==> src/rtl/tma_pkg.sv <==
// tma_pkg: shared types and constants for the transform matrix accumulator.
// Used by tma_ctrl, tma_datapath and transform_matrix_accumulator_core.
// No dependencies.
package tma_pkg;

	localparam int WORD_W = 32;
	localparam int DIM    = 4;
	localparam int CELLS  = DIM * DIM;
	localparam int IDX_W  = 2;
	localparam int CELL_W = 2 * IDX_W;

	localparam logic [1:0] MODE_LOAD      = 2'd0;
	localparam logic [1:0] MODE_IDENTITY  = 2'd1;
	localparam logic [1:0] MODE_TRANSPOSE = 2'd2;

	localparam logic [CELL_W-1:0] LAST_CELL = 4'd15;
	localparam logic [IDX_W-1:0]  LAST_K    = 2'd3;

	typedef enum logic [1:0] {
		ST_IDLE,
		ST_RUN,
		ST_DRAIN
	} state_t;

	typedef enum logic [1:0] {
		KIND_MAC,
		KIND_IDENT,
		KIND_COPY
	} kind_t;

	typedef struct packed {
		logic              valid;
		kind_t             kind;
		logic [CELL_W-1:0] pos;
		logic [IDX_W-1:0]  k;
		logic              first;
		logic              lastk;
		logic              op_we;
		logic [CELL_W-1:0] op_waddr;
	} cmd_t;

	typedef struct packed {
		logic wr_last;
	} status_t;

endpackage

==> src/rtl/tma_datapath.sv <==
// tma_datapath: operand buffer, double-banked matrix store, shared multiplier
// and saturating accumulator, registered result outputs.
// Depends on tma_pkg; driven by tma_ctrl commands.
module tma_datapath #(
	parameter int FRAC_BITS = 16
) (
	input  logic                                clk,
	input  logic                                arst_n,
	input  tma_pkg::cmd_t                       cmd,
	input  logic signed [tma_pkg::WORD_W-1:0]   value,
	output tma_pkg::status_t                    status,
	output logic                                strobe,
	output logic signed [tma_pkg::WORD_W-1:0]   element,
	output logic [tma_pkg::IDX_W-1:0]           row,
	output logic [tma_pkg::IDX_W-1:0]           column,
	output logic                                last
);

	localparam int W         = tma_pkg::WORD_W;
	localparam int PROD_W    = 2 * W - FRAC_BITS;
	localparam int ACC_W     = PROD_W + 2;
	localparam int MEM_DEPTH = 2 * tma_pkg::CELLS;
	localparam int ADDR_W    = tma_pkg::CELL_W + 1;
	localparam logic signed [W-1:0] FIX_ONE = W'(1) << FRAC_BITS;
	localparam logic signed [W-1:0] SAT_MAX = {1'b0, {(W-1){1'b1}}};
	localparam logic signed [W-1:0] SAT_MIN = {1'b1, {(W-1){1'b0}}};

	logic signed [W-1:0]            op_mem [tma_pkg::CELLS];
	logic signed [W-1:0]            cur_mem [MEM_DEPTH];
	logic [MEM_DEPTH-1:0]           valid_q;
	logic                           bank_q;

	logic [tma_pkg::CELL_W-1:0]     rd_cell;
	logic [ADDR_W-1:0]              rd_addr;
	logic [ADDR_W-1:0]              wr_addr;

	tma_pkg::cmd_t                  cmd_s1, cmd_s2;
	logic signed [W-1:0]            op_rd_s1, cur_rd_s1;
	logic                           vld_s1;
	logic [tma_pkg::CELL_W-1:0]     rd_cell_s1;
	logic signed [W-1:0]            cur_s1;

	logic signed [2*W-1:0]          prod_s2;
	logic signed [W-1:0]            val_s2;

	logic signed [2*W-1:0]          prod_shift;
	logic signed [PROD_W-1:0]       prod_trunc;
	logic signed [ACC_W-1:0]        acc_q, sum;
	logic signed [W-1:0]            mac_sat, result;
	logic                           wr_en;

	logic                           strobe_q, last_q;
	logic signed [W-1:0]            element_q;
	logic [tma_pkg::IDX_W-1:0]      row_q, column_q;

	// read address: term A[k][j] for multiply, A[j][i] for transpose
	always_comb begin
		case (cmd.kind)
			tma_pkg::KIND_MAC:  rd_cell = {cmd.k, cmd.pos[1:0]};
			tma_pkg::KIND_COPY: rd_cell = {cmd.pos[1:0], cmd.pos[3:2]};
			default:            rd_cell = cmd.pos;
		endcase
	end
	assign rd_addr = {bank_q, rd_cell};
	assign wr_addr = {~bank_q, cmd_s2.pos};

	always_ff @(posedge clk) begin
		if (cmd.op_we)
			op_mem[cmd.op_waddr] <= value;
		op_rd_s1 <= op_mem[{cmd.pos[3:2], cmd.k}];
	end

	always_ff @(posedge clk) begin
		if (wr_en)
			cur_mem[wr_addr] <= result;
		cur_rd_s1 <= cur_mem[rd_addr];
	end

	// entries never written read as identity
	always_comb begin
		if (vld_s1)
			cur_s1 = cur_rd_s1;
		else if (rd_cell_s1[3:2] == rd_cell_s1[1:0])
			cur_s1 = FIX_ONE;
		else
			cur_s1 = '0;
	end

	always_ff @(posedge clk) begin
		rd_cell_s1 <= rd_cell;
		prod_s2    <= op_rd_s1 * cur_s1;
		val_s2     <= cur_s1;
	end

	assign prod_shift = prod_s2 >>> FRAC_BITS;
	assign prod_trunc = prod_shift[PROD_W-1:0];
	assign sum        = (cmd_s2.first ? ACC_W'(0) : acc_q) + ACC_W'(prod_trunc);

	always_comb begin
		if (&sum[ACC_W-1:W-1] || ~|sum[ACC_W-1:W-1])
			mac_sat = sum[W-1:0];
		else if (sum[ACC_W-1])
			mac_sat = SAT_MIN;
		else
			mac_sat = SAT_MAX;
	end

	always_comb begin
		case (cmd_s2.kind)
			tma_pkg::KIND_MAC:   result = mac_sat;
			tma_pkg::KIND_IDENT: result = (cmd_s2.pos[3:2] == cmd_s2.pos[1:0]) ? FIX_ONE : '0;
			default:             result = val_s2;
		endcase
	end

	assign wr_en          = cmd_s2.valid && cmd_s2.lastk;
	assign status.wr_last = wr_en && (cmd_s2.pos == tma_pkg::LAST_CELL);

	always_ff @(posedge clk) begin
		if (cmd_s2.valid && (cmd_s2.kind == tma_pkg::KIND_MAC))
			acc_q <= sum;
		element_q <= result;
		row_q     <= cmd_s2.pos[3:2];
		column_q  <= cmd_s2.pos[1:0];
	end

	always_ff @(posedge clk or negedge arst_n) begin
		if (!arst_n) begin
			cmd_s1   <= '0;
			cmd_s2   <= '0;
			vld_s1   <= 1'b0;
			valid_q  <= '0;
			bank_q   <= 1'b0;
			strobe_q <= 1'b0;
			last_q   <= 1'b0;
		end else begin
			cmd_s1   <= cmd;
			cmd_s2   <= cmd_s1;
			vld_s1   <= valid_q[rd_addr];
			strobe_q <= wr_en;
			last_q   <= status.wr_last;
			if (wr_en)
				valid_q[wr_addr] <= 1'b1;
			if (status.wr_last)
				bank_q <= ~bank_q;
		end
	end

	assign strobe  = strobe_q;
	assign element = element_q;
	assign row     = row_q;
	assign column  = column_q;
	assign last    = last_q;

	a_bank_flip: assert property (@(posedge clk) disable iff (!arst_n)
		status.wr_last |=> (bank_q != $past(bank_q)))
		else $error("bank did not flip after final write");

	a_mac_group: assert property (@(posedge clk) disable iff (!arst_n)
		cmd_s2.valid && (cmd_s2.kind == tma_pkg::KIND_MAC) && !cmd_s2.first
		|-> $past(cmd_s2.valid) && ($past(cmd_s2.pos) == cmd_s2.pos))
		else $error("broken multiply-accumulate group");

	a_last_has_strobe: assert property (@(posedge clk) disable iff (!arst_n)
		last |-> strobe)
		else $error("last without strobe");

endmodule

==> config.mk <==
export PLATFORM = sky130hd
export DESIGN_NAME = tma_datapath
export DESIGN_NICKNAME = d
export VERILOG_FILES = /design/src/rtl/tma_pkg.sv /design/src/rtl/tma_datapath.sv
export SDC_FILE = /design/constraint.sdc
export NUM_CORES = 2
export LEC_CHECK = 0
export BUFFER_PORTS_ARGS = -buffer_cell sky130_fd_sc_hd__buf_2
export CORE_ASPECT_RATIO = 1.1
export CORE_MARGIN = 2
export CORE_UTILIZATION = 58
export DETAILED_ROUTE_END_ITERATION = 10
export GPL_ROUTABILITY_DRIVEN = 0
export PLACE_DENSITY = 0.86
export SYNTH_ARGS = -nofsm -noshare
export SYNTH_HDL_FRONTEND = slang
export SYNTH_SLANG_ARGS = --single-unit
==> constraint.sdc <==
create_clock -name clk -period 8.82 [get_ports clk]
set_input_delay 0 -clock clk [delete_from_list [all_inputs] [get_ports clk]]
set_output_delay 0 -clock clk [all_outputs]
set_load 0.01 [all_outputs]
Word-level counts from Yosys, hierarchy flattened
Memory sizes are Yosys's and may differ from the RTL's. A register that Yosys moved wholly into a read port is not among the register bits.
Cells that the tools add are included.
{"block": "totals", "ff_bits": 240, "ramBits": 1536, "output_inout_bits": 39, "elab_cells": 62, "mem_count": 2}
{"name": "cur_mem", "depth": 32, "width": 32, "rd": 1, "rd_ports_with_merged_regs": 1, "wr": 1, "line_no": "tma_datapath.sv:29", "rtl": "logic signed [W-1:0] cur_mem [MEM_DEPTH];"}
{"name": "op_mem", "depth": 16, "width": 32, "rd": 1, "rd_ports_with_merged_regs": 1, "wr": 1, "line_no": "tma_datapath.sv:28", "rtl": "logic signed [W-1:0] op_mem [tma_pkg::CELLS];"}
{"block": "op_classes", "addsub": 1, "n_mul": 1, "n_lt_le_gt_ge": 3, "eq_ne": 5, "n_mux": 16, "bitwise": 2, "n_reduce_logical": 10}
{"cell": "two-way mux 32 bit", "n": 3}
{"cell": "multiplier 32 x 32 -> 64 bit", "n": 1}
{"cell": "one-hot mux 32 bit (2 select lines)", "n": 1}
{"cell": "adder 50 x 48 -> 50 bit", "n": 1}
{"cell": "two-way mux 50 bit", "n": 1}
{"cell": "two-way mux 17 bit", "n": 2}
{"cell": "bitwise OR 32 bit", "n": 1}
{"cell": "AND reduction 19 bit", "n": 1}
{"cell": "OR reduction 19 bit", "n": 1}
{"cell": "less-than comparator 5 x 6 -> 1 bit, second input constant", "n": 2}
{"cell": "one-hot mux 4 bit (2 select lines)", "n": 1}
{"cell": "two-way mux 1 bit", "n": 6}
{"cell": "binary-select mux 1 bit (select 5 bit)", "n": 1}
{"cell": "demux 1 bit (select 5 bit)", "n": 1}
{"cell": ">= comparator 5 x 1 -> 1 bit, second input constant", "n": 1}
{"cell": "== test 2 bit", "n": 2}
{"cell": "== test 4 bit, second input constant", "n": 1}
{"cell": "logical AND 1 bit", "n": 4}
{"cell": "zero test 2 bit", "n": 2}
{"cell": "== test 2 x 1 -> 1 bit, second input constant", "n": 1}
{"cell": "== test 2 bit, second input constant", "n": 1}
{"cell": "zero test 1 bit", "n": 1}
{"cell": "logical OR 1 bit", "n": 1}
{"cell": "inverter 1 bit", "n": 1}

Depth between registers and ports, before layout
{"block": "logic_depth", "ltp_word": 7, "depth_mapped": 31, "depth_no_buf": 28}

Worst setup path before layout
Ideal clock, no wire load.
{"block": "synth_path", "kind": "reg-to-reg", "from": "reg vld_s1", "to": "reg prod_s2[63]", "setup_ps": 72, "arrival_ps": 8176, "path_slack_ps": 572, "path_stages_with_launch": 28, "path_buffers": 3, "period_less_slack_ps": 8248, "cell_sequence": "dfrtp_1 clkbuf_1 clkbuf_1 clkbuf_1 and3_1 fa_1 fa_1 fa_1 fa_1 inv_1 fa_1 inv_1 fa_1 inv_1 fa_1 inv_1 fa_1 ha_1 a21o_1 a21o_1 a21o_1 a21o_1 a21o_1 a21oi_1 o21ai_0 a211o_1 a21oi_1 xnor2_1"}
{"block": "synth_via", "elab_chain_len": 2}
{"item": "start, declared", "line_no": "tma_datapath.sv:39", "rtl": "logic vld_s1;"}
{"item": "start signal, assigned", "line_no": "tma_datapath.sv:139", "rtl": "vld_s1 <= valid_q[rd_addr];"}
{"item": "two-way mux 32 bit", "line_no": "tma_datapath.sv:81", "rtl": "if (vld_s1)"}
{"item": "multiplier 32 x 32 -> 64 bit", "line_no": "tma_datapath.sv:91", "rtl": "prod_s2 <= op_rd_s1 * cur_s1;"}
{"item": "end signal, assigned", "line_no": "tma_datapath.sv:91"}
{"item": "end, declared", "line_no": "tma_datapath.sv:43", "rtl": "logic signed [2*W-1:0] prod_s2;"}
Every way passes these cells.
A chain may end at the register's enable or synchronous reset.

Worst setup path in the final report
{"block": "layout_path", "from": "reg op_rd_s1[17] (read register of op_mem)", "to": "reg prod_s2[48]"}
{"block": "layout_via", "elab_chain_len": 1}
{"item": "start, declared", "line_no": "tma_datapath.sv:38", "rtl": "logic signed [W-1:0] op_rd_s1, cur_rd_s1;"}
{"item": "multiplier 32 x 32 -> 64 bit", "line_no": "tma_datapath.sv:91"}
Every way passes these cells.

==> run summary <==
The HPWL reported at the end of detailed placement is about 190000 um. The count of non-filler cells in the finished layout came out at between 10000 and 15000. The number of stages on the worst hold path came out at 3. In this run the remaining antenna-violating nets after routing total 0.

The fmax came out at approximately 110 MHz. Counting flops with an async set or reset pin after synthesis yields a share of 0.0296. Buffers inserted during clock tree synthesis total 170. The total of buffers placed on input and output ports came out at 88.

In this run the most critical hold path is launched from cmd[8]. The maximum clock path buffer count came out at 3. The top-level I/O count is 89. The total congestion overflow after global routing came out at 0.

Between clock sinks in the finished design, the worst skew comes to just over 0.09 ns. The relative max-transition margin came out at 0.0421. On the critical path, the stage with the largest delay is an instance of dfxtp_1. The final worst-path cycle share came out at 1.00.

Along the worst path, the maximum fanout reaches 17. The later pin in the worst-skew pair is clocked with a latency of about 0.9 ns. In this run the critical register-to-register path is captured at prod_s2[48]. The time the final worst path needs with I/O delays and setup came out at ~8.8 ns.

The synthesis-stage register bit count is 1824. The layout overhead on the synthesized area is 9.66%. The final-report hold violation count came out at 0. The largest net degree at the start of global routing came out at slightly below 200.

At the worst endpoint, the required time is between 9 and 10 ns. The critical path goes through buf_4, and3_1, fa_1, fa_1, inv_1, fa_1, fa_1, inv_1, fa_1, fa_1, fa_1, inv_1, fa_1, inv_1, ha_1, nand4_1, inv_1, a221oi_1, o21ai_0, a21oi_1, o41ai_1, a221o_1, a221oi_1, xnor2_1. The via count of the first global-routing pass is slightly below 80000.

The slew at the pin closest to its max-slew limit is about 1.4 ns. For this block, the initial DRC count from the detailed router was around 13000. The reported max-cap violation count came out at 0. Of the post-synthesis cell area, the dominant cell type holds 0.444. The final instance area is 118000 um2. The floorplan die height is about 460 um. In the final design database the tool counted between 10000 and 15000 nets.

TritonCTS built the clock tree. Counting distinct cell types in the post-synthesis netlist gives 90. The initial utilization of the core area, before any placement, comes to 0.584. The via density per instance came out at about 6.6. Including well taps, the total number of placed cells is around 11000. The die covers between 150000 and 200000 um2. For this run, the detailed router's first-pass iteration total came to 11.

The overall die width came out at 414 um. The worst hold path class is input port to flip-flop. Counting both buffers and inverters, the worst setup path holds a total of 6.

The total vias in the final route is roughly 75000. The final-layout worst hold slack came out at 0.0544 ns. The H-tree was split into 4 levels. Synthesis produced a netlist whose cell count is between 8000 and 9000.

The number of core rows is around 170. The number of clock sinks seen by CTS is 1824. The number of warnings printed during yosys synthesis came out at 0. In the global route stage, overall resource usage came out at 0.339. The initial antenna violation count is 35. Setup violations remaining at the end of the flow were counted as 1. The run finished, with violations left.

The max-slew violation total from the final report came to 0. The final core utilization came out at 0.640. The global-route wire length before repair came out at approximately 480000 um. The worst-case reg-to-reg path depth is 24. In the final layout, the share of cells above drive strength 1 is 0.104. The root buffer cell chosen for the clock tree is clkbuf_16. The clock edge transition at the registers on the reported setup and hold paths is roughly 0.070 ns. The final-layout fill cell count is approximately 12000. Ranked by total cell area, the synthesized netlist is headed by edfxtp_1 (44%), fa_1 (20%), nand2_1 (5.7%), and3_1 (3.6%), inv_1 (3.6%). The worst hold path endpoint is op_rd_s1[4]. The final setup slack of the worst path came out at -0.00226 ns. In the synthesized netlist the dominant register cell turns out to be edfxtp_1.

The sequential fraction of the synthesis area is 0.491. The combined area of all synthesized cells is between 100000 and 150000 um2. The routed design has 317000 um of wire. The placed instance area came out at ~110000 um2. In this design, the critical path's most frequently occurring cell is fa_1.

The worst setup path is captured at a flip-flop. The net count of the mapped netlist is 10100. After detailed routing, the number of remaining DRC violations is 2.

The number of enable-type register cells in the synthesized netlist is approximately 1600. The worst endpoint data arrival time is around 9.6 ns. The post-detailed-route wirelength per cell came out at ~28 um.

After synthesis, the mean cell area works out to about 12 um2. STA classifies the critical path startpoint as a flip-flop. The final reports fail on DRC, setup timing. On the worst path, the slowest cell contributes a delay of ~1 ns. The worst setup slack for register-to-register paths came out at -0.002 ns. The synthesized design spends more area on one cell type than any other, namely edfxtp_1. The cell family contributing the most delay on the critical path is adder cells.

Setup repair after global routing could not meet its margin everywhere. By startpoint and endpoint, the worst setup path is classified as flip-flop to flip-flop. The critical register-to-register path startpoint is op_rd_s1[17]. The area of the core is between 150000 and 200000 um2.
[synthesized netlist by cell type (all sizes together), types with 26 or more instances]
| library cell | number |
|---|---|
| nand3 | 285 |
| dfxtp | 184 |
| nor3 | 26 |
| fa | 1082 |
| ha | 229 |
| and2 | 70 |
| nor2b | 54 |
| xor2 | 37 |
| nand4 | 32 |
| a21o | 48 |
| a21oi | 177 |
| a211oi | 48 |
| and3 | 627 |
| or2 | 43 |
| buf | 48 |
| a32oi | 29 |
| nor2 | 145 |
| a31oi | 72 |
| a311oi | 200 |
| o211ai | 44 |
| nand2 | 1637 |
| mux4 | 160 |
| clkbuf | 511 |
| inv | 1031 |
| o21ai | 71 |
| dfrtp | 54 |
| edfxtp | 1586 |
| xnor2 | 67 |
[flip-flops by register name, indices dropped and copies added, names as in the netlist, 9 cells and up]
signal / flops
cur_mem: 1024
cur_rd_s1: 32
op_rd_s1: 32
cmd_s2: 9
prod_s2: 48
valid_q: 32
op_mem: 512
cmd_s1: 9
val_s2: 32
element: 32
acc_q: 50
[kinds of logic (layout without fill, tap and decap cells)]
kind of cell | count (synthesis) | in the layout | synth area share
AND/OR/NAND/NOR | 2964 | 2964 | 0.128
AO/OA/AOI/OAI | 775 | 775 | 0.0531
multiplexers | 167 | 167 | 0.0342
other | 0 | 28 | 0
buffers and inverters | 1590 | 1753 | 0.0561
flip-flops | 1824 | 1824 | 0.491
XOR/XNOR | 104 | 104 | 0.00866
adder cells (fa/ha/maj) | 1311 | 1311 | 0.229
[worst max-delay path by stage]
stage / from / endpoint / depth (start not counted)
finish: op_rd_s1[17] / prod_s2[48] / 24
floorplan: vld_s1 / prod_s2[63] / 27
CTS: cur_rd_s1[7] / prod_s2[61] / 24
global route: vld_s1 / prod_s2[63] / 26
detailed placement: vld_s1 / prod_s2[61] / 27
global placement: cur_rd_s1[7] / prod_s2[61] / 24
[layout make-up]
| cell class | instances | area [um2] | share of cell area |
|---|---|---|---|
| diodes | 28 | 70.1 | 0.000595 |
| clock buffers | 238 | 4700 | 0.0399 |
| clock inverters | 81 | 991 | 0.00842 |
| inverters | 1031 | 3890 | 0.0331 |
| multi-input cells | 5321 | 49100 | 0.417 |
| flip-flops and latches | 1824 | 52700 | 0.448 |
| well taps | 2421 | 3030 | 0.0257 |
| repair buffers | 403 | 3220 | 0.0273 |
[placed cells by master, fill, tap and decap left out, types with 17 or more instances in the layout]
cell | netlist | routed
a21o_1 | 48 | 48
nor3_1 | 25 | 20
clkbuf_8 | 0 | 18
inv_1 | 1028 | 1024
o211ai_2 | 31 | 29
fa_1 | 1082 | 1079
xor2_1 | 37 | 37
nand4_1 | 31 | 31
dfrtp_1 | 54 | 51
buf_2 | 10 | 85
or2_2 | 41 | 41
buf_12 | 0 | 17
dfxtp_1 | 184 | 182
a32oi_1 | 29 | 29
and2_1 | 68 | 62
and3_1 | 625 | 625
dlygate4sd3_1 | 0 | 57
clkbuf_1 | 511 | 50
nor2_4 | 0 | 44
a31oi_1 | 72 | 71
a311oi_1 | 200 | 200
xnor2_1 | 66 | 66
o21ai_0 | 55 | 55
a211oi_1 | 46 | 45
clkbuf_16 | 0 | 171
clkinv_1 | 0 | 26
nand2_1 | 1635 | 1635
nand3_1 | 285 | 284
buf_4 | 1 | 237
nor2b_1 | 54 | 54
diode_2 | 0 | 28
edfxtp_1 | 1586 | 1586
mux4_2 | 160 | 160
ha_1 | 229 | 229
nor2_1 | 145 | 101
a21oi_1 | 174 | 171
[tightest hold or removal path, stage by stage]
cell	delay [ns]
buf_4	0.31
mux4_2	0.30
mux4_2	0.21
[per-stage QoR]
stage,setup WS [ns],setup TNS (ns)
finish,-0.00226,-0.00226
CTS,0.0936,0
global placement,0.238,0
detailed placement,0.128,0
floorplan,0.572,0
global route,-0.0409,-0.0920
[layer usage]
metal	wire length [um]	global-route usage	share of wire	vias to the layer above
li1	-	-	-	29800
met1	98900	0.406	0.31	36700
met2	144000	0.518	0.45	6920
met3	47900	0.122	0.15	1982
met4	26300	0.231	0.083	30
met5	334	0	0.0011	-
[timing repair]
| action | 4_1_cts | 5_1_grt |
|---|---|---|
| hold endpoints to repair | 677 | 0 |
| setup buffers | 0 | 3 |
| setup endpoints to repair | 0 | 22 |
| hold buffers | 57 | 0 |
| gates resized for setup | 0 | 30 |
Power is not shown: default switching activity piles up to over one toggle a cycle in this logic, so the estimate is an artifact.
