`src/rtl/tma_pkg.sv`:
```
// tma_pkg: shared types and constants for the transform matrix accumulator.
// Used by tma_ctrl, tma_datapath and transform_matrix_accumulator_core.
// No dependencies.
package tma_pkg;

	localparam int WORD_W = 32;
	localparam int DIM    = 4;
	localparam int CELLS  = DIM * DIM;
	localparam int IDX_W  = 2;
	localparam int CELL_W = 2 * IDX_W;

	localparam logic [1:0] MODE_LOAD      = 2'd0;
	localparam logic [1:0] MODE_IDENTITY  = 2'd1;
	localparam logic [1:0] MODE_TRANSPOSE = 2'd2;

	localparam logic [CELL_W-1:0] LAST_CELL = 4'd15;
	localparam logic [IDX_W-1:0]  LAST_K    = 2'd3;

	typedef enum logic [1:0] {
		ST_IDLE,
		ST_RUN,
		ST_DRAIN
	} state_t;

	typedef enum logic [1:0] {
		KIND_MAC,
		KIND_IDENT,
		KIND_COPY
	} kind_t;

	typedef struct packed {
		logic              valid;
		kind_t             kind;
		logic [CELL_W-1:0] pos;
		logic [IDX_W-1:0]  k;
		logic              first;
		logic              lastk;
		logic              op_we;
		logic [CELL_W-1:0] op_waddr;
	} cmd_t;

	typedef struct packed {
		logic wr_last;
	} status_t;

endpackage

```
`src/rtl/tma_ctrl.sv`:
```
// tma_ctrl: controller FSM; accepts words, counts operand loads and sequences
// the element/term sweep for multiply, identity and transpose.
// Depends on tma_pkg.
module tma_ctrl (
	input  logic                 clk,
	input  logic                 arst_n,
	input  logic                 start,
	input  logic [1:0]           mode,
	input  tma_pkg::status_t     status,
	output logic                 busy,
	output tma_pkg::cmd_t        cmd
);

	tma_pkg::state_t                  state_q, state_d;
	tma_pkg::kind_t                   kind_q;
	logic [tma_pkg::CELL_W-1:0]       load_cnt_q;
	logic [tma_pkg::CELL_W-1:0]       cell_q;
	logic [tma_pkg::IDX_W-1:0]        k_q;
	logic                             lastk;
	logic                             accept;

	assign accept = start && (state_q == tma_pkg::ST_IDLE);
	assign lastk  = (kind_q != tma_pkg::KIND_MAC) || (k_q == tma_pkg::LAST_K);

	always_comb begin
		state_d = state_q;
		case (state_q)
			tma_pkg::ST_IDLE: begin
				if (start) begin
					case (mode)
						tma_pkg::MODE_LOAD: begin
							if (load_cnt_q == tma_pkg::LAST_CELL)
								state_d = tma_pkg::ST_RUN;
						end
						tma_pkg::MODE_IDENTITY:  state_d = tma_pkg::ST_RUN;
						tma_pkg::MODE_TRANSPOSE: state_d = tma_pkg::ST_RUN;
						default:                 state_d = tma_pkg::ST_IDLE;
					endcase
				end
			end
			tma_pkg::ST_RUN: begin
				if (lastk && (cell_q == tma_pkg::LAST_CELL))
					state_d = tma_pkg::ST_DRAIN;
			end
			tma_pkg::ST_DRAIN: begin
				if (status.wr_last)
					state_d = tma_pkg::ST_IDLE;
			end
			default: state_d = tma_pkg::ST_IDLE;
		endcase
	end

	always_comb begin
		busy         = (state_q != tma_pkg::ST_IDLE);
		cmd.valid    = (state_q == tma_pkg::ST_RUN);
		cmd.kind     = kind_q;
		cmd.pos      = cell_q;
		cmd.k        = k_q;
		cmd.first    = (k_q == '0);
		cmd.lastk    = lastk;
		cmd.op_we    = accept && (mode == tma_pkg::MODE_LOAD);
		cmd.op_waddr = load_cnt_q;
	end

	always_ff @(posedge clk or negedge arst_n) begin
		if (!arst_n) begin
			state_q    <= tma_pkg::ST_IDLE;
			kind_q     <= tma_pkg::KIND_MAC;
			load_cnt_q <= '0;
			cell_q     <= '0;
			k_q        <= '0;
		end else begin
			state_q <= state_d;
			if (accept) begin
				cell_q <= '0;
				k_q    <= '0;
				case (mode)
					tma_pkg::MODE_LOAD: begin
						kind_q     <= tma_pkg::KIND_MAC;
						load_cnt_q <= load_cnt_q + 1'b1;
					end
					tma_pkg::MODE_IDENTITY:  kind_q <= tma_pkg::KIND_IDENT;
					tma_pkg::MODE_TRANSPOSE: kind_q <= tma_pkg::KIND_COPY;
					default:                 kind_q <= kind_q;
				endcase
			end else if (state_q == tma_pkg::ST_RUN) begin
				if (lastk) begin
					k_q    <= '0;
					cell_q <= cell_q + 1'b1;
				end else begin
					k_q <= k_q + 1'b1;
				end
			end
		end
	end

	a_wr_last_in_drain: assert property (@(posedge clk) disable iff (!arst_n)
		status.wr_last |-> (state_q == tma_pkg::ST_DRAIN))
		else $error("final write outside drain");

	a_load_wrap_starts_run: assert property (@(posedge clk) disable iff (!arst_n)
		cmd.op_we && (load_cnt_q == tma_pkg::LAST_CELL)
		|=> (state_q == tma_pkg::ST_RUN) && (cell_q == '0) && (k_q == '0)
		&& (kind_q == tma_pkg::KIND_MAC))
		else $error("sixteenth load did not start multiply");

	a_load_only_idle: assert property (@(posedge clk) disable iff (!arst_n)
		cmd.op_we |-> !busy && !cmd.valid)
		else $error("operand write while busy");

endmodule

```
`config.mk`:
```
export PLATFORM = sky130hd
export DESIGN_NAME = tma_ctrl
export DESIGN_NICKNAME = d
export VERILOG_FILES = /design/src/rtl/tma_pkg.sv /design/src/rtl/tma_ctrl.sv
export SDC_FILE = /design/constraint.sdc
export NUM_CORES = 1
export LEC_CHECK = 0
export BUFFER_PORTS_ARGS = -buffer_cell sky130_fd_sc_hd__buf_4
export CORE_MARGIN = 2
export CORE_UTILIZATION = 30
export CTS_CLUSTER_SIZE = 14
export DETAILED_ROUTE_END_ITERATION = 8
export PLACE_DENSITY = 0.48
export SYNTH_ARGS = -nofsm -noshare
export SYNTH_HDL_FRONTEND = slang
export SYNTH_SLANG_ARGS = --single-unit
```
`constraint.sdc`:
```
create_clock -name clk -period 1.9 [get_ports clk]
set_input_delay 0.38 -clock clk [delete_from_list [all_inputs] [get_ports clk]]
set_output_delay 0.38 -clock clk [all_outputs]
set_load 0.05 [all_outputs]
```
**Yosys cells after proc, flatten, opt, wreduce, memory -nomap -nowiden**

Index checks and enable logic that the tools add are counted.

- Register bits after elaboration: 14
- Latch bits: 0
- RAM bits: 0
- ROM bits: 0
- Bits of input ports: 6
- Output and inout port bits: 17
- Logic and storage cells: 49
- Memories kept: 0

- Add/subtract/negate cells: 3
- $mul: 0
- Div/mod/pow operators: 0
- Magnitude comparators: 0
- Equality and inequality tests: 11
- Shift-type cells: 0
- Muxes and demuxes: 13
- Bitwise operators: 0
- Reductions and logical operators: 17

Operators by type and width:

| operator | count |
|---|---|
| 2-bit 2-to-1 mux | 7 |
| 4-bit 2-to-1 mux | 3 |
| 2-bit one-hot mux with 3 select lines | 2 |
| 4-bit by 1-bit adder with 4-bit output (second input constant) | 2 |
| 4-bit equality test (second input constant) | 2 |
| 2-bit nonzero test | 4 |
| 2-bit equality test (second input constant) | 3 |
| 2-bit zero test | 3 |
| 2-bit AND reduction | 3 |
| 2-bit by 1-bit equality test with 1-bit output (second input constant) | 2 |
| 2-bit inequality test (second input constant) | 2 |
| 2-bit one-hot mux with 2 select lines | 1 |
| 4-bit AND reduction | 1 |
| 1-bit logical AND | 3 |
| 3-bit inequality test (second input constant) | 1 |
| 3-bit nonzero test | 1 |
| 2-bit by 1-bit adder with 2-bit output (second input constant) | 1 |
| 2-bit by 1-bit inequality test with 1-bit output (second input constant) | 1 |
| 2-bit OR reduction | 1 |
| 1-bit logical OR | 1 |

**Longest topological paths before layout**

Gate-level depths: netlist (run 1).

- Word-level depth: 5
- Gate-level depth with buffers: 5
- Depth with buffers taken out: 5

**Worst setup path before layout (run 1)**

OpenSTA, ideal clock, no wires.

- Path type: register -> output
- From: register k_q[0] (netlist name)
- To: output port cmd[5] (netlist name)
- Data arrival time: 1.591 ns
- Setup slack: -0.071 ns
- Cell stages (with the launch flop): 5
- Buffers on the path: 1
- Cell sequence: dfrtp_1 -> ha_1 -> nor3_1 -> inv_1 -> buf_4

- Word-level cells in the longest chain between the ends: 2

Ends and longest elaborated chain:

| item | RTL line | RTL |
|---|---|---|
| start, declared | tma_ctrl.sv:18 | `logic [tma_pkg::IDX_W-1:0] k_q;` |
| start signal, assigned | tma_ctrl.sv:91 | `k_q <= k_q + 1'b1;` |
| 2-bit equality test | tma_ctrl.sv:23 | `assign lastk = (kind_q != tma_pkg::KIND_MAC) \|\| (k_q == tma_pkg::LAST_K);` |
| 1-bit logical OR | tma_ctrl.sv:23 |  |
| end, declared | tma_ctrl.sv:11 | `output tma_pkg::cmd_t cmd` |

Every way passes these cells.

==> results of run 1 <==
critical path: stages (launching register included):
cell	delay, ns
dfrtp_1	0.39
or3b_4	0.41
nor3_4	0.20
buf_6	0.18
power groups by stage:
stage | logic, uW | clock network (uW) | registers [uW]
after global placement | 1110 | 0 | 552
after CTS | 1120 | 232 | 548
after detailed placement | 1120 | 0 | 554
after floorplan | 462 | 0 | 888
final | 1120 | 225 | 550
after global routing | 1210 | 249 | 568
state kept, by name, indices dropped and copies added (netlist names):
register    count
kind_q          2
state_q         2
cell_q          4
k_q             2
load_cnt_q      4
layout by cell type (no fill, tap or decap), drive strengths merged, types with 2 or more instances in the layout:
cell,n
nor3,2
inv,5
nand2,7
nand3,9
xor2,3
ha,4
clkbuf,4
buf,27
o31ai,2
nor2,4
dfrtp,14
o22a,2
routing by layer:
metal,share of wire,global-route usage
met4,0.0074,0.06098
met2,0.46,0.2024
met5,0,0
met3,0.036,0.02419
met1,0.50,0.1860
cell type report:
class	count	area [sq um]
fill	258	1429
clock buffer	4	36.28
inverter	5	18.77
multi-input combinational	49	389.1
tap	30	37.54
sequential	14	350.3
timing repair buffer	28	216.5
logic make-up after synthesis:
logic type,synth area share
AO/OA/AOI/OAI,0.1184
XOR/XNOR,0.03361
adder cells (fa/ha/maj),0.06400
buffers and inverters,0.06399
flip-flops,0.4480
multiplexers,0.01440
AND/OR/NAND/NOR,0.2576
stage by stage:
stage / util / worst slack, ns
2_1_floorplan: - / 0.01887
3_3_place_gp: 0.3990 / 0.2215
3_5_place_dp: 0.3990 / 0.2242
4_1_cts: 0.4192 / 0.001536
5_1_grt: 0.4232 / -0.0005259
6_report: 0.4232 / 0.05007
how the worst max path moves through the flow:
stage | from | to | slack (ns) | depth (start not counted)
final | state_q[1] | cmd[4] | 0.05 | 3
after global routing | state_q[1] | cmd[4] | -0.0005 | 3
after CTS | state_q[0] | cmd[4] | 0.002 | 3
after detailed placement | start | cmd[4] | 0.22 | 4
after global placement | start | cmd[4] | 0.22 | 4
after floorplan | state_q[1] | load_cnt_q[1] | 0.02 | 4
repair_timing:
| action | in CTS | in global routing |
|---|---|---|
| pin swaps | 0 | 2 |
| buffers inserted | 0 | 1 |
| endpoints found under the hold margin | 14 | 0 |
| endpoints found under the setup margin | 1 | 1 |
| gates resized for setup | 1 | 1 |
| hold buffers | 1 | 0 |
==> reports/qor.txt, run 1 <==
status -> completed
routed len/inst -> 13.58 um
worst hold slack -> 0.3744 ns
WS Path Type -> flip-flop to output pin
Post-Place Cell Area -> 988.4 sq um
Seq cells post-synth -> 14
Crit. End Element -> output pin
TritonCTS buffer count -> 3
CP Data Arrival Time -> 1.47 ns
vias per cell -> 4.892
initial core utilization -> 0.3157
VDD IR-drop max -> 0.8797 mV
min Tclk post-route -> 1.850 ns
net switching power -> 995.6 uW
Die Ht -> 55.06 um
switching part of the total -> 0.5266
area of the die -> 3031 sq um
Die X-Extent -> 55.06 um
clk_lat worst skew -> 0.28 ns
Unique masters post-synth -> 30
maximum fanout along the worst path -> 2
Critical Path RT -> 1.52 ns
H-tree depth -> 1
Max Cap Viol -> 0
I/O pin total -> 23
Antenna diodes -> 0
first-pass GRT wire length -> 2863 um
Min-Delay Endpoint -> state_q[1]
Residual DRC -> 0
Net Count, Synth -> 82
number of port buffers -> 22
final hold vios -> 0
final period utilization -> 0.9736
Int Pwr -> 895.0 uW
vias post-DR -> 636
first-iteration detailed-routing DRC count -> 6
r2r startpoint -> k_q[0]
combinational group share of total power -> 0.590
core area -> 2477 sq um
Hold Crit Start -> status
f_max -> 0.5406 GHz
WHS Path Cells -> 3
Post-synth EDFFs -> 0
Worst-path clk slew -> 0.10 ns
total placed cells including tap cells -> 124
GPL Wtd Cong -> 0.7119
dominant synthesized flop cell -> dfrtp_1
initial antenna violation count -> 0
Tot GR Track Use -> 0.1343
Clk network pwr share -> 0.119
final non-filler cell area -> 1049 sq um
FP Rows -> 18
share of cells above drive strength 1 -> 0.4000
P&R area growth vs syn -> 34.08%
Max Clock Skew -> 0.003451 ns
r2r worst-path depth -> 5
Synth top area share -> 0.4480
largest area contributor in the netlist -> dfrtp_1
vias in the first global route -> 611
Area contributors post-synth -> dfrtp_1 45%, ha_1 6.4%, nand3_1 5.8%
Max transition margin -> 0.6230
setup violators final -> 0
Syn Inst Count -> 72
DR pass1 iterations -> 4
Final Non-Filler Cells -> 130
type of the worst min-delay path -> primary input to flip-flop
post-synthesis sequential area ratio -> 0.4480
Slew @ Worst Pin -> 0.5606 ns
Root Buffer Master -> clkbuf_4
CTS tree -> done
Post-synth ARST share -> 1.000
Max Buffers Root-to-Sink -> 2
largest net degree at the start of global routing -> 15
mapped cell area -> 782.0 sq um
routed wire length -> 1765 um
setup TNS -> 0 ns
R2R Setup Slk -> 0.29 ns
Static Leak -> 0.0004895 uW
Syn Area/Cell -> 10.86 sq um
total gr overflow -> 0
Antenna Nets Post-Route -> 0
FF-to-FF End -> cell_q[0]
number of slew-limit violations in the final report -> 0
nets@finish -> 111
Setup crit start kind -> flip-flop
Pwr Total -> 1891 uW
synth warn -> 0
most common cell in the netlist -> dfrtp_1
most frequent cells after synthesis -> 14 x dfrtp_1, 9 x nand3_1, 7 x nand2_1
sequential share of power -> 0.291
Sink Count -> 14
PwrDens -> 1803 nW/um^2
(Power assumes the default switching activity.)
==> run 2, diff against run 1 <==
- BUFFER_PORTS_ARGS: -buffer_cell sky130_fd_sc_hd__buf_4 -> unset
- CAP_MARGIN: unset -> 10
- DONT_BUFFER_PORTS: unset -> 1
- PLACE_DENSITY: 0.48 -> 0.44
==> run 2 against run 1 <==
Net effect: largest cell class unchanged; utilization down 2.8 points; largest power group unchanged; first-iteration DRC count up 67%; non-clock buffer count down 10.
==> reports/qor.txt, run 2 (synthesis results as in run 1) <==
share of cells above drive strength 1 -> 0.3556 (-0.04444)
busiest layer in global routing -> met2
Register Area -> 350.3 sq um (unchanged)
r2r startpoint -> k_q[1]
Critical Path RT -> 1.52 ns (about the same)
initial antenna violation count -> 0 (unchanged)
f_max -> 0.5453 GHz (+0.87%)
GR Util met2 -> 0.2123 (+0.009921)
Max transition margin -> 0.5563 (-0.06670)
routed wire length -> 1696 um (-3.9%)
DR pass1 iterations -> 3 (-1)
first-iteration detailed-routing DRC count -> 10 (+4)
vias in the first global route -> 583 (-4.6%)
WHS Path Cells -> 1 (-2)
HPWL after DPL -> 1284 um
met1 Track Usage GR -> 0.1561 (-0.02990)
fillers -> 255 (-1.2%)
setup TNS -> 0 ns (unchanged)
Setup crit start kind -> flip-flop
P&R area growth vs syn -> 25.28%
largest stage delay on the critical path -> 0.42 ns (about the same)
buffers plus inverters on the worst setup path -> 1 (unchanged)
type of the worst min-delay path -> primary input to flip-flop
Final Util -> 0.3955 (-0.02778)
setup violators final -> 0 (unchanged)
number of port buffers -> 0 (-100%)
status -> completed
total placed cells including tap cells -> 115 (-7.3%)
largest net degree at the start of global routing -> 15 (unchanged)
vias post-DR -> 602 (-5.3%)
Max Cap Viol -> 0 (unchanged)
FF-to-FF End -> cell_q[0]
final period utilization -> 0.9653 (-0.008393)
commonest non-fill, non-tap cell in the layout -> buf_4
vias per cell -> 5.017 (+2.5%)
Max Buffers Root-to-Sink -> 2 (unchanged)
min Tclk post-route -> 1.834 ns (-0.01595 ns)
Final Non-Filler Cells -> 120 (-7.7%)
CP Data Arrival Time -> 1.45 ns (-0.02 ns)
multi-input combinational cell area -> 391.6 sq um (+0.64%)
Max Clock Skew -> 0.01003 ns (+0.006580 ns)
Antenna Nets Post-Route -> 0 (unchanged)
Root Buffer Master -> clkbuf_4
total gr overflow -> 0 (unchanged)
CP cell instances -> or3b_4, nor3_4, buf_6
Residual DRC -> 0 (unchanged)
Pwr Total -> 1846 uW (-2.3%)
PwrDens -> 1885 nW/um^2 (+4.5%)
Crit. End Element -> output pin
maximum fanout along the worst path -> 2 (unchanged)
nets@finish -> 101 (-9.0%)
Tot GR Track Use -> 0.1360 (+0.001693)
area of the die -> 3031 sq um (unchanged)
Sink Count -> 14 (unchanged)
Worst-path clk slew -> 0.09 ns (about the same)
GPL Wtd Cong -> 0.7096 (-0.32%)
slowest cell on the critical path -> or3b_4
postcts setup bufs -> 0 (unchanged)
H-tree depth -> 1 (unchanged)
CTS tree -> done
r2r worst-path depth -> 5 (unchanged)
VDD IR-drop max -> 0.9174 mV (+4.3%)
CP top delay family -> simple AND/OR/NAND/NOR gates
WS Path Type -> flip-flop to output pin
Antenna diodes -> 0 (unchanged)
final hold vios -> 0 (unchanged)
Setup WS pre-CTS -> 0.3109 ns (+0.08662 ns)
top flop regs -> cell_q: 4 flops, load_cnt_q: 4 flops
initial core utilization -> 0.3157 (unchanged)
first-pass GRT wire length -> 2780 um (-2.9%)
Hold Crit Start -> mode[0]
Min-Delay Endpoint -> kind_q[0]
Slew @ Worst Pin -> 0.6633 ns (+0.1027 ns)
number of slew-limit violations in the final report -> 0 (unchanged)
most frequent cells in the layout -> 16 x buf_4, 14 x dfrtp_1, 9 x nand3_1
R2R Setup Slk -> 0.38 ns (+0.09 ns)
RSZ-0062 raised after global routing -> true
Static Leak -> 0.0004376 uW (-11%)
I/O pin total -> 23 (unchanged)
routed len/inst -> 14.13 um (+4.1%)
TritonCTS buffer count -> 3 (unchanged)
Final WS setup -> 0.06602 ns (+0.01595 ns)
met3 usage in global routing -> 0.07527 (+0.05108)
clk_lat worst skew -> 0.29 ns (about the same)
Die X-Extent -> 55.06 um (unchanged)
FP Rows -> 18 (unchanged)
Die Ht -> 55.06 um (unchanged)
core area -> 2477 sq um (unchanged)
-- run 2: cell types whose count changed in the layout (fill, tap and decap cells not counted), sizes merged --
cell	change
buf	-10
inv	-1
clkinvlp	+1
-- run 2: through the flow --
step | cell area (sq um) | hold WS [ns]
4_1_cts | 970.9 | 0.2354
2_1_floorplan | 787.0 | 0.08441
3_3_place_gp | 920.9 | 0.08476
3_5_place_dp | 920.9 | 0.08488
5_1_grt | 979.7 | 0.2191
6_report | 979.7 | 0.2428
-- run 2: layout make-up --
class | count | share of cell area
Inverter | 5 | 0.02299
Sequential cell | 14 | 0.3576
Tap cell | 30 | 0.03831
Multi-Input combinational cell | 49 | 0.3997
Clock buffer | 4 | 0.03704
Timing Repair Buffer | 18 | 0.1443
-- run 2: power breakdown --
part           switching (uW)  internal [uW]
combinational             725            340
sequential                147            409
clock                     109            117
total                     981            865
-- run 2: repair_timing --
item | 4_1_cts | 5_1_grt
gates resized for setup | 1 | 3
hold buffers | 1 | 0
hold endpoints to repair | 14 | 0
setup endpoints to repair | 1 | 2
-- run 2: worst reg2reg max path, cell delays in order (launching register included) --
cell and delay (ns):
dfrtp_1 0.37, ha_1 0.19, nor3_2 0.05, buf_4 0.15
or4b_2 0.61, nand3_1 0.10
-- run 2: worst max path at each step --
| stage | end | from | slack, ns | cells past startpoint |
|---|---|---|---|---|
| floorplan | load_cnt_q[1] | state_q[1] | 0.02 | 4 |
| global placement | cmd[4] | state_q[0] | 0.35 | 3 |
| detailed placement | cmd[4] | state_q[0] | 0.31 | 3 |
| CTS | cmd[4] | state_q[0] | 0.01 | 3 |
| global route | cmd[4] | state_q[0] | -0.008 | 3 |
| finish | cmd[4] | state_q[0] | 0.07 | 3 |
-- run 2: per-layer routing --
layer,wire length [um],part of all wire,up-vias
met2,794,0.47,17
met4,20,0.012,0
met5,0,0,-
li1,-,-,298
met1,750,0.44,285
met3,130,0.077,2
==> run 3, diff against run 2 <==
==> constraint.sdc (replaced) <==
create_clock -name clk -period 1.9 [get_ports clk]
set_input_delay 0.095 -clock clk [delete_from_list [all_inputs] [get_ports clk]]
set_output_delay 0.095 -clock clk [all_outputs]
set_load 0.05 [all_outputs]
==> run 3 against run 2 <==
Net effect: sequential share of layout area down 1.2 points; sequential power down 9.0%; via count up 4.0%; maximum frequency up 1.8%; final cell count up 4.2%; total power down 0.20%; count of clock-buffer cells in the layout unchanged; first-iteration DRC count down 70%; flip-flop and latch count unchanged; critical path depth unchanged; critical endpoint unchanged.
==> reports/qor.txt, run 3 (synthesis results as in run 1) <==
final period utilization -> 0.9479 (-0.01732)
final hold vios -> 0 (unchanged)
largest stage delay on the critical path -> 0.55 ns (+0.13 ns)
Max transition margin -> 0.5605 (+0.004149)
routed wire length -> 1760 um (+3.8%)
largest net degree at the start of global routing -> 15 (unchanged)
Die X-Extent -> 55.06 um (unchanged)
Crit. End Element -> output pin
Root Buffer Master -> clkbuf_4
CP top delay family -> simple AND/OR/NAND/NOR gates
area of the die -> 3031 sq um (unchanged)
Setup crit start kind -> flip-flop
Int Pwr -> 870.7 uW (+0.60%)
Sink Count -> 14 (unchanged)
sequential share of power -> 0.274 (-0.027)
P&R area growth vs syn -> 29.76%
FP Rows -> 18 (unchanged)
type of the worst min-delay path -> primary input to flip-flop
total placed cells including tap cells -> 114 (-0.87%)
Tot GR Track Use -> 0.1328 (-0.003236)
Slew @ Worst Pin -> 0.6571 ns (-0.006202 ns)
DR pass1 iterations -> 2 (-1)
Final Util -> 0.4096 (+0.01414)
worst hold slack -> 0.02874 ns (-0.2140 ns)
H-tree depth -> 1 (unchanged)
Die Ht -> 55.06 um (unchanged)
VDD IR-drop max -> 1.024 mV (+12%)
vias in the first global route -> 607 (+4.1%)
core area -> 2477 sq um (unchanged)
min Tclk post-route -> 1.801 ns (-0.03291 ns)
buffers plus inverters on the worst setup path -> 1 (unchanged)
f_max -> 0.5552 GHz (+1.8%)
Max Cap Viol -> 0 (unchanged)
GPL Wtd Cong -> 0.6751 (-4.9%)
Residual DRC -> 0 (unchanged)
vias post-DR -> 626 (+4.0%)
Critical Path RT -> 1.80 ns (+0.28 ns)
postcts setup bufs -> 0 (unchanged)
vias per cell -> 5.008 (-0.17%)
Worst-path clk slew -> 0.09 ns (about the same)
share of cells above drive strength 1 -> 0.2842 (-0.07135)
Antenna diodes -> 0 (unchanged)
maximum fanout along the worst path -> 7 (+5)
most frequent cells in the layout -> 16 x buf_4, 14 x dfrtp_1, 9 x nand3_1
CTS tree -> done
CP cell instances -> or3b_1, nor3_4, buf_4
Antenna Nets Post-Route -> 0 (unchanged)
net switching power -> 972.1 uW (-0.90%)
Max Buffers Root-to-Sink -> 2 (unchanged)
commonest non-fill, non-tap cell in the layout -> buf_4
post-cts hold buffer count -> 5 (+4)
WS Path Type -> flip-flop to output pin
setup violators final -> 0 (unchanged)
Final Non-Filler Cells -> 125 (+4.2%)
PwrDens -> 1816 nW/um^2 (-3.6%)
TritonCTS buffer count -> 3 (unchanged)
status -> completed
number of slew-limit violations in the final report -> 0 (unchanged)
first-iteration detailed-routing DRC count -> 3 (-7)
Static Leak -> 0.0004581 uW (+4.7%)
total gr overflow -> 0 (unchanged)
post-cts sizing count -> 0 (-1)
initial core utilization -> 0.3157 (unchanged)
slowest cell on the critical path -> or3b_1
Setup WS pre-CTS -> 0.2706 ns (-0.04031 ns)
HPWL after DPL -> 1254 um (-2.4%)
Clk network pwr share -> 0.116 (-0.006)
top flop regs -> cell_q: 4 flops, load_cnt_q: 4 flops
combinational group share of total power -> 0.609 (+0.032)
Max Clock Skew -> 0.002814 ns (-0.007217 ns)
nets@finish -> 106 (+5.0%)
first-pass GRT wire length -> 2760 um (-0.72%)
CP Data Arrival Time -> 1.71 ns (+0.26 ns)
number of port buffers -> 0 (unchanged)
routed len/inst -> 14.08 um (-0.38%)
Final WS setup -> 0.09892 ns (+0.03291 ns)
clk_lat worst skew -> 0.27 ns (-0.02 ns)
switching part of the total -> 0.5275 (-0.003753)
initial antenna violation count -> 0 (unchanged)
I/O pin total -> 23 (unchanged)
## run 3: changes by cell type in the layout (fill, tap and decap cells not counted), sizes merged
cell         previous run  this run
inv                     4         5
buf                    17        16
dlygate4sd3             1         7
clkinvlp                1         0
## run 3: per-stage QoR
step / instance area [sq um] / power (uW) / TNS [ns]
after floorplan: 782.0 / 1342 / 0
after global routing: 1015 / 1961 / -0.004195
final: 1015 / 1843 / 0
after detailed placement: 908.4 / 1623 / 0
after global placement: 908.4 / 1617 / 0
after CTS: 994.7 / 1861 / 0
## run 3: cell type report
class,count,area [sq um]
repair buffers,23,190.2
well taps,30,37.54
multi-input cells,49,381.6
clock buffers,4,36.28
fillers,269,1463
flip-flops and latches,14,350.3
inverters,5,18.77
## run 3: metal layers
metal,GRT usage,up-vias,share of wire
met4,0.02439,0,0.0080
li1,-,310,-
met5,0,-,0
met2,0.2143,14,0.47
met3,0.07258,2,0.063
met1,0.1567,300,0.46
## run 3: worst reg2reg max path, stage by stage (launching register included)
cell,delay [ns]
dfrtp_1,0.43
or3b_1,0.56
nor3_4,0.21
buf_4,0.24
xor2_1,0.15
## run 3: path summary, 6_finish.rpt
check	from	to	slack, ns	cells past startpoint
max	state_q[1]	cmd[4]	0.1	3
min reg2reg	cell_q[1]	cell_q[1]	0.58	2
max in group asynchronous	arst_n	k_q[1]	1.20	1
min	mode[0]	state_q[0]	0.03	3
max reg2reg	state_q[1]	load_cnt_q[0]	0.25	4
min in group asynchronous	arst_n	cell_q[2]	0.28	1
## run 3: power by group through the flow
stage,Sequential [uW],Combinational (uW),Clock (uW)
detailed placement,512,1110,0
finish,506,1120,214
floorplan,884,458,0
CTS,505,1130,225
global placement,509,1110,0
global route,525,1200,236
